[config.mk]
export PLATFORM = sky130hd
export DESIGN_NAME = ppr_controller
export DESIGN_NICKNAME = d
export VERILOG_FILES = /design/src/rtl/personalized_pagerank_engine_macros.svh /design/src/rtl/ppr_pkg.sv /design/src/rtl/ppr_controller.sv
export SDC_FILE = /design/constraint.sdc
export NUM_CORES = 1
export LEC_CHECK = 0
export BUFFER_PORTS_ARGS = -buffer_cell sky130_fd_sc_hd__buf_4
export CAP_MARGIN = 5
export CORE_MARGIN = 5
export CORE_UTILIZATION = 45
export DETAILED_ROUTE_END_ITERATION = 8
export PLACE_DENSITY = 0.69
export SLEW_MARGIN = 20
export SYNTH_ARGS = -nofsm -noshare
export SYNTH_HDL_FRONTEND = slang
export SYNTH_SLANG_ARGS = --single-unit
[constraint.sdc]
create_clock -name i_clk -period 4.05 [get_ports i_clk]
set_input_delay 0.6075 -clock i_clk [delete_from_list [all_inputs] [get_ports i_clk]]
set_output_delay 0.6075 -clock i_clk [all_outputs]
set_load 0.03 [all_outputs]
[src/rtl/personalized_pagerank_engine_macros.svh]
`ifndef PERSONALIZED_PAGERANK_ENGINE_MACROS_SVH
`define PERSONALIZED_PAGERANK_ENGINE_MACROS_SVH

// same-cycle implication
`define PPR_ASSERT_HOLDS(lbl, clk, rst_n, ante, cons, msg) \
    lbl: assert property (@(posedge clk) disable iff (!rst_n) (ante) |-> (cons)) \
        else $error(msg);

// next-cycle implication
`define PPR_ASSERT_NEXT(lbl, clk, rst_n, ante, cons, msg) \
    lbl: assert property (@(posedge clk) disable iff (!rst_n) (ante) |=> (cons)) \
        else $error(msg);

`endif

[src/rtl/ppr_pkg.sv]
package ppr_pkg;

    localparam int MaxVerticesDef = 1024;
    localparam int MaxEdgesDef    = 8192;
    localparam int RankBitsDef    = 32;

    localparam logic [2:0] CFG_SOURCE    = 3'd0;
    localparam logic [2:0] CFG_VCOUNT    = 3'd1;
    localparam logic [2:0] CFG_ECOUNT    = 3'd2;
    localparam logic [2:0] CFG_DAMPING   = 3'd3;
    localparam logic [2:0] CFG_THRESHOLD = 3'd4;
    localparam logic [2:0] CFG_LIMIT     = 3'd5;

    localparam logic [9:0]  RST_SOURCE    = 10'd0;
    localparam logic [10:0] RST_VCOUNT    = 11'd1024;
    localparam logic [13:0] RST_ECOUNT    = 14'd0;
    localparam logic [15:0] RST_DAMPING   = 16'd55706;
    localparam logic [31:0] RST_THRESHOLD = 32'd2147;
    localparam logic [7:0]  RST_LIMIT     = 8'd100;

    localparam logic [1:0] MODE_LOAD_OFFSET = 2'd0;
    localparam logic [1:0] MODE_LOAD_EDGE   = 2'd1;
    localparam logic [1:0] MODE_RUN         = 2'd2;
    localparam logic [1:0] MODE_QUERY       = 2'd3;

    localparam logic [4:0] OP_NONE      = 5'd0;
    localparam logic [4:0] OP_ACCEPT    = 5'd1;
    localparam logic [4:0] OP_RUN_START = 5'd2;
    localparam logic [4:0] OP_INIT_CLR  = 5'd3;
    localparam logic [4:0] OP_NCLR      = 5'd4;
    localparam logic [4:0] OP_RD_OFF0   = 5'd5;
    localparam logic [4:0] OP_RD_OFF1   = 5'd6;
    localparam logic [4:0] OP_GOT_END   = 5'd7;
    localparam logic [4:0] OP_DANG      = 5'd8;
    localparam logic [4:0] OP_SKIP      = 5'd9;
    localparam logic [4:0] OP_DIV_START = 5'd10;
    localparam logic [4:0] OP_DIV_STEP  = 5'd11;
    localparam logic [4:0] OP_E_RD      = 5'd12;
    localparam logic [4:0] OP_E_T       = 5'd13;
    localparam logic [4:0] OP_E_WR      = 5'd14;
    localparam logic [4:0] OP_E_NEXT    = 5'd15;
    localparam logic [4:0] OP_U_RD      = 5'd16;
    localparam logic [4:0] OP_U_MUL     = 5'd17;
    localparam logic [4:0] OP_U_WR      = 5'd18;
    localparam logic [4:0] OP_ITER_END  = 5'd19;
    localparam logic [4:0] OP_EMIT_R    = 5'd20;
    localparam logic [4:0] OP_EMIT_Q    = 5'd21;

    typedef struct packed {
        logic [4:0] op;
    } t_cmd;

    typedef struct packed {
        logic [1:0] in_mode;
        logic       vtx_last;
        logic       vc_zero;
        logic       has_edges;
        logic       rank_zero;
        logic       div_done;
        logic       tgt_ok;
        logic       edge_last;
        logic       conv_hit;
        logic       iter_last;
        logic       limit_zero;
        logic       out_free;
    } t_status;

endpackage

[src/rtl/ppr_controller.sv]
module ppr_controller (
    input  logic             i_clk,
    input  logic             i_rst_n,
    input  logic             i_in_valid,
    output logic             o_in_stall,
    input  ppr_pkg::t_status i_status,
    output ppr_pkg::t_cmd    o_cmd
);

    localparam logic [4:0] S_IDLE  = 5'd0;
    localparam logic [4:0] S_QWAIT = 5'd1;
    localparam logic [4:0] S_RSTRT = 5'd2;
    localparam logic [4:0] S_INIT  = 5'd3;
    localparam logic [4:0] S_NCLR  = 5'd4;
    localparam logic [4:0] S_OFF0  = 5'd5;
    localparam logic [4:0] S_OFF1  = 5'd6;
    localparam logic [4:0] S_GEND  = 5'd7;
    localparam logic [4:0] S_DANG  = 5'd8;
    localparam logic [4:0] S_SKIP  = 5'd9;
    localparam logic [4:0] S_DIVS  = 5'd10;
    localparam logic [4:0] S_DIVR  = 5'd11;
    localparam logic [4:0] S_ERD   = 5'd12;
    localparam logic [4:0] S_ET    = 5'd13;
    localparam logic [4:0] S_EWR   = 5'd14;
    localparam logic [4:0] S_ENXT  = 5'd15;
    localparam logic [4:0] S_URD   = 5'd16;
    localparam logic [4:0] S_UMUL  = 5'd17;
    localparam logic [4:0] S_UWR   = 5'd18;
    localparam logic [4:0] S_IEND  = 5'd19;
    localparam logic [4:0] S_REMIT = 5'd20;

    logic [4:0] r_state;
    logic [4:0] n_state;

    assign o_in_stall = (r_state != S_IDLE);

    always_comb begin
        n_state  = r_state;
        o_cmd.op = ppr_pkg::OP_NONE;
        case (r_state)
            S_IDLE: begin
                if (i_in_valid) begin
                    o_cmd.op = ppr_pkg::OP_ACCEPT;
                    case (i_status.in_mode)
                        ppr_pkg::MODE_RUN:   n_state = S_RSTRT;
                        ppr_pkg::MODE_QUERY: n_state = S_QWAIT;
                        default:             n_state = S_IDLE;
                    endcase
                end
            end
            S_QWAIT: begin
                if (i_status.out_free) begin
                    o_cmd.op = ppr_pkg::OP_EMIT_Q;
                    n_state  = S_IDLE;
                end
            end
            S_RSTRT: begin
                o_cmd.op = ppr_pkg::OP_RUN_START;
                n_state  = S_INIT;
            end
            S_INIT: begin
                o_cmd.op = ppr_pkg::OP_INIT_CLR;
                if (i_status.vtx_last) begin
                    n_state = i_status.limit_zero ? S_REMIT : S_NCLR;
                end
            end
            S_NCLR: begin
                o_cmd.op = ppr_pkg::OP_NCLR;
                if (i_status.vtx_last) begin
                    n_state = i_status.vc_zero ? S_IEND : S_OFF0;
                end
            end
            S_OFF0: begin
                o_cmd.op = ppr_pkg::OP_RD_OFF0;
                n_state  = S_OFF1;
            end
            S_OFF1: begin
                o_cmd.op = ppr_pkg::OP_RD_OFF1;
                n_state  = S_GEND;
            end
            S_GEND: begin
                o_cmd.op = ppr_pkg::OP_GOT_END;
                if (!i_status.has_edges) begin
                    n_state = S_DANG;
                end else if (i_status.rank_zero) begin
                    n_state = S_SKIP;
                end else begin
                    n_state = S_DIVS;
                end
            end
            S_DANG, S_SKIP: begin
                o_cmd.op = (r_state == S_DANG) ? ppr_pkg::OP_DANG : ppr_pkg::OP_SKIP;
                n_state  = i_status.vtx_last ? S_URD : S_OFF0;
            end
            S_DIVS: begin
                o_cmd.op = ppr_pkg::OP_DIV_START;
                n_state  = S_DIVR;
            end
            S_DIVR: begin
                o_cmd.op = ppr_pkg::OP_DIV_STEP;
                if (i_status.div_done) begin
                    n_state = S_ERD;
                end
            end
            S_ERD: begin
                o_cmd.op = ppr_pkg::OP_E_RD;
                n_state  = S_ET;
            end
            S_ET: begin
                o_cmd.op = ppr_pkg::OP_E_T;
                n_state  = i_status.tgt_ok ? S_EWR : S_ENXT;
            end
            S_EWR: begin
                o_cmd.op = ppr_pkg::OP_E_WR;
                n_state  = S_ENXT;
            end
            S_ENXT: begin
                o_cmd.op = ppr_pkg::OP_E_NEXT;
                if (!i_status.edge_last) begin
                    n_state = S_ERD;
                end else begin
                    n_state = i_status.vtx_last ? S_URD : S_OFF0;
                end
            end
            S_URD: begin
                o_cmd.op = ppr_pkg::OP_U_RD;
                n_state  = S_UMUL;
            end
            S_UMUL: begin
                o_cmd.op = ppr_pkg::OP_U_MUL;
                n_state  = S_UWR;
            end
            S_UWR: begin
                o_cmd.op = ppr_pkg::OP_U_WR;
                n_state  = i_status.vtx_last ? S_IEND : S_URD;
            end
            S_IEND: begin
                o_cmd.op = ppr_pkg::OP_ITER_END;
                n_state  = (i_status.conv_hit || i_status.iter_last) ? S_REMIT : S_NCLR;
            end
            S_REMIT: begin
                if (i_status.out_free) begin
                    o_cmd.op = ppr_pkg::OP_EMIT_R;
                    n_state  = S_IDLE;
                end
            end
            default: begin
                n_state = S_IDLE;
            end
        endcase
    end

    always_ff @(posedge i_clk) begin
        if (!i_rst_n) begin
            r_state <= S_IDLE;
        end else begin
            r_state <= n_state;
        end
    end

endmodule

; Word level (Yosys, flattened, before mapping)
; Cells that the tools add are included.
[word_totals]
ff_bits = 5
in_bits = 16
[op_classes]
eq_ne = 27
mux = 21
n_reduce_logical = 6
[op_table]
columns = op, count
row1 = 5-bit one-hot mux with 20 select lines, 1
row2 = 5-bit one-hot mux with 19 select lines, 1
row3 = 5-bit two-way mux, 12
row4 = "5-bit by 4-bit == test with 1-bit output, second input constant", 8
row5 = "5-bit == test, second input constant", 5
row6 = "5-bit by 3-bit == test with 1-bit output, second input constant", 4
row7 = "5-bit by 2-bit == test with 1-bit output, second input constant", 2
row8 = "2-bit inequality test, second input constant", 4
row9 = 2-bit two-way mux, 3
row10 = "5-bit by 1-bit == test with 1-bit output, second input constant", 1
row11 = 5-bit logical NOT, 1
row12 = 5-bit AND reduction, 1
row13 = 5-bit nonzero test, 1
row14 = "2-bit == test, second input constant", 2
row15 = 2-bit one-hot mux with 2 select lines, 1
row16 = 2-bit OR reduction, 2
row17 = 1-bit two-way mux, 3
row18 = "2-bit by 1-bit inequality test with 1-bit output, second input constant", 1
row19 = 1-bit logical OR, 1

; Longest topological paths before layout
[logic_depth]
depth_word = 4
mapped_depth = 6
depth_no_buf = 5

; Worst setup path after synthesis
; OpenSTA, ideal clock, no wires.
[synth_timing]
kind = register to output
startpoint = reg r_state[0]
endpoint = out o_cmd[0] in the netlist's numbering
arrival_ps = 1433
slack_ps = 2009
path_stages_with_launch = 5
n_path_buf = 2
path_cell_list = dfxtp_1 buf_4 clkbuf_1 a22oi_1 o22ai_1
[synth_rtl]
columns = element, line
row1 = start: declaration, ppr_controller.sv:32  ; logic [4:0] r_state;
row2 = start signal: assignment, ppr_controller.sv:157  ; r_state <= n_state;
row3 = end: declaration, ppr_controller.sv:7  ; output ppr_pkg::t_cmd o_cmd

==> flow_metrics.py <==
metrics = {
    "placement": {
        "place_area_um2": 842.1,
        "hpwlAfterDp_um": 1545,
        "place_congestion": 0.8196,
        "pre_cts_ws_ps": 1937,
        "port_buffers": 21,
    },
    "yosys": {
        "synth-seq-cells": 5,
        "synth_simple_gate_area_share_pct": 40.03,
        "async_flop_share_pct": 0,
        "synth_xor_xnor_area_share_pct": 0,
        "synth_edf_count": 0,
        "synth_mux_area_share_pct": 0,
        "ys.flop_type": "dfxtp_1",
        "synth_compound_area_share_pct": 36.19,
        "synth-seq-area-share_pct": 13.99,
        "ys_types": 42,
        "synth_area_leaders": "dfxtp_1 (14%), a21oi_1 (7.7%), nand2_1 (5.2%), nor2b_1 (4.4%), nor3_1 (4.2%)",
        "yosys_warnings": 0,
        "synth_top_area_share_pct": 13.99,
        "synth_cells": 106,
        "synth_top_family_by_area": "simple AND/OR/NAND/NOR gates",
        "avgSynthCellArea_um2": 6.752,
        "yosys.area.top_type": "dfxtp_1",
        "synthAdderAreaFrac_pct": 0,
        "syn_area_um2": 715.7,
        "synth_nets": 122,
    },
    "drt": {
        "drc": 0,
        "first_iter_violations": 25,
        "drt_wl_total_um": 2080,
        "post_drt_wl_per_cell_um": 15.07,
        "via_per_inst": 6.174,
        "ant_nets": 0,
        "num_vias": 852,
        "dr.pass1.iters": 4,
    },
    "timing": {
        "layout_min_cycle_time_ps": 2389,
        "setup_viol": 0,
        "rsz0062_at_grt": "no",
        "period_share_pct": 58.99,
        "fin_skew_ps": 2.077,
        "slew_violations": 0,
        "slew_headroom_pct": 51.60,
        "worst_pin_slew_ps": 725.0,
        "layout_setup_ws_ps": 1661,
        "finalSetupTns_ps": 0,
        "fmax_mhz": 418.6,
        "hold_viol": 0,
    },
    "clock_network": {
        "cts_resized": 0,
        "clkTransAtPathRegs_ps": 40,
        "numCtsBuffers": 3,
        "clock_sinks": 5,
        "htree_num_levels": 1,
        "cts_tree": "yes",
        "clock_latency_ps": 240,
        "holdBufCountCts": 0,
        "postCtsSetupRepairBufs": 0,
        "root_buffer": "clkbuf_4",
        "clockBufferDepth": 2,
    },
    "grt": {
        "antenna_found_initial": 0,
        "use_met1_pct": 25.40,
        "grt_pass1_wl_um": 3532,
        "grt_overflow": 0,
        "track_usage_pct": 17.01,
        "grt_max_degree": 26,
        "gr-usage-met3_pct": 3.313,
        "grt_pass1_vias": 761,
        "met2_usage_pct": 24.36,
        "busiest_layer": "met1",
    },
    "critical_path": {
        "crit_type": "reg -> out",
        "r2r_end": "r_state[0]",
        "cp_cell_sequence": "nand2b_1 > o21ai_0 > a31o_2 > buf_4",
        "rr_worst_depth": 5,
        "startpoint_type": "flop",
        "max_stage_delay_ps": 760,
        "r2r_start": "r_state[0]",
        "r2r_setup_slack_ps": 2000,
        "cp_max_fo": 23,
        "worstPathArrival_ps": 1780,
        "worstPathRequired_ps": 3440,
        "endpoint_kind": "primary output",
        "slowest_stage": "dfxtp_1",
    },
    "cells_and_area": {
        "regMostFlops": "r_state",
        "largestRegisters": "r_state x5",
        "seq_area_um2": 100.1,
        "area_delta_synth_final_pct": 21.33,
        "fill_cells": 168,
        "drive_above_1_share_pct": 23.77,
        "finalInstanceArea_um2": 868.3,
        "mostFrequentLayoutCell": "buf_4",
        "fin_nets": 139,
        "multiInputGateArea_um2": 545.5,
        "antenna_cells": 0,
        "layout_common_cells": "buf_4 (21), a21oi_1 (11), nand2_1 (10)",
        "largest_reg_flops": 5,
    },
    "floorplan": {
        "coreArea_um2": 1506,
        "die_area_um2": 2488,
        "initial_core_util_pct": 47.51,
        "num_rows": 14,
        "io_pins": 22,
        "die_w_um": 49.88,
        "die_h_um": 49.88,
    },
    "worst_hold_path": {
        "holdPathStages": 3,
        "holdPathEnd": "r_state[3]",
        "hp-start": "i_rst_n",
        "hold_path.class": "in -> reg",
    },
    "outcome": {
        "status": "completed",
    },
    "pwr": {
        "p_per_area_nw_per_um2": 285.0,
        "vdd_drop_max_v": 0.0003522,
        "leakage_uw": 0.0003368,
    },
    "flow_run": {
        "max_cap_violations": 0,
    },
}
## where the power goes
group	internal (uW)	switching, uW	leakage [uW]
logic	51.9	64.0	0.000281
clock network	37.2	18.9	0.0000150
registers	53.4	22.1	0.0000405
total	142	105	0.000337
## kinds of logic after synthesis
family | count (synthesis)
buffers and inverters | 14
flip-flops | 5
AO/OA/AOI/OAI | 38
AND/OR/NAND/NOR | 49
## stage by stage
stage                     utilization, %  hold WS, ps  instances  total power [uW]
after floorplan                        -        600.5        106             154.4
after global placement             55.90        716.7        134             190.8
after detailed placement           55.90        729.6        134             191.6
after CTS                          57.64        692.8        138             249.6
after global routing               57.64        713.0        138             268.3
final                              57.64        701.9        138             247.5
## routing by layer
layer  vias to the layer above  part of all wire [%]
li1                        433                     -
met1                       388                    48
met2                        31                    45
met3                         0                   7.2
met4                         0                     0
met5                         -                     0
## cells in the mapped netlist, types with 2 or more instances
library cell,n
nor2_1,5
nor4_1,2
inv_1,5
o21ai_1,4
or4_1,2
o21ai_0,5
nor2b_1,5
nor3b_1,2
nand2b_1,2
clkbuf_1,4
o31ai_1,2
nand2_1,10
o22ai_1,3
nand4_1,3
and3b_1,2
buf_4,2
dfxtp_1,5
nor3_1,6
a21oi_1,11
a22oi_1,2
nand3_1,2
buf_2,2
## worst max-delay path by stage
stage,end,slack (ps),from,cells after the start
6_report,o_cmd[2],1660,r_state[4],4
4_1_cts,o_cmd[2],1680,r_state[4],4
3_3_place_gp,o_cmd[2],1940,r_state[4],4
5_1_grt,o_cmd[4],1530,r_state[0],4
2_1_floorplan,o_cmd[0],2010,r_state[0],4
3_5_place_dp,o_cmd[2],1940,r_state[4],4
## area by class of cell
class | count | area share (%)
repair buffers | 21 | 18.16
clock buffers | 4 | 3.026
multi-input cells | 87 | 62.82
well taps | 16 | 2.305
inverters | 5 | 2.161
flip-flops and latches | 5 | 11.53
## worst max-delay path: cells and delay by family (launching register included)
family	cells	cell delay, ps
AOI/OAI and AO/OA	2	380
and+or+nand+nor	1	240
buffers and inverters	1	160
DFF	1	760
Power figures use the tool's default switching activity.
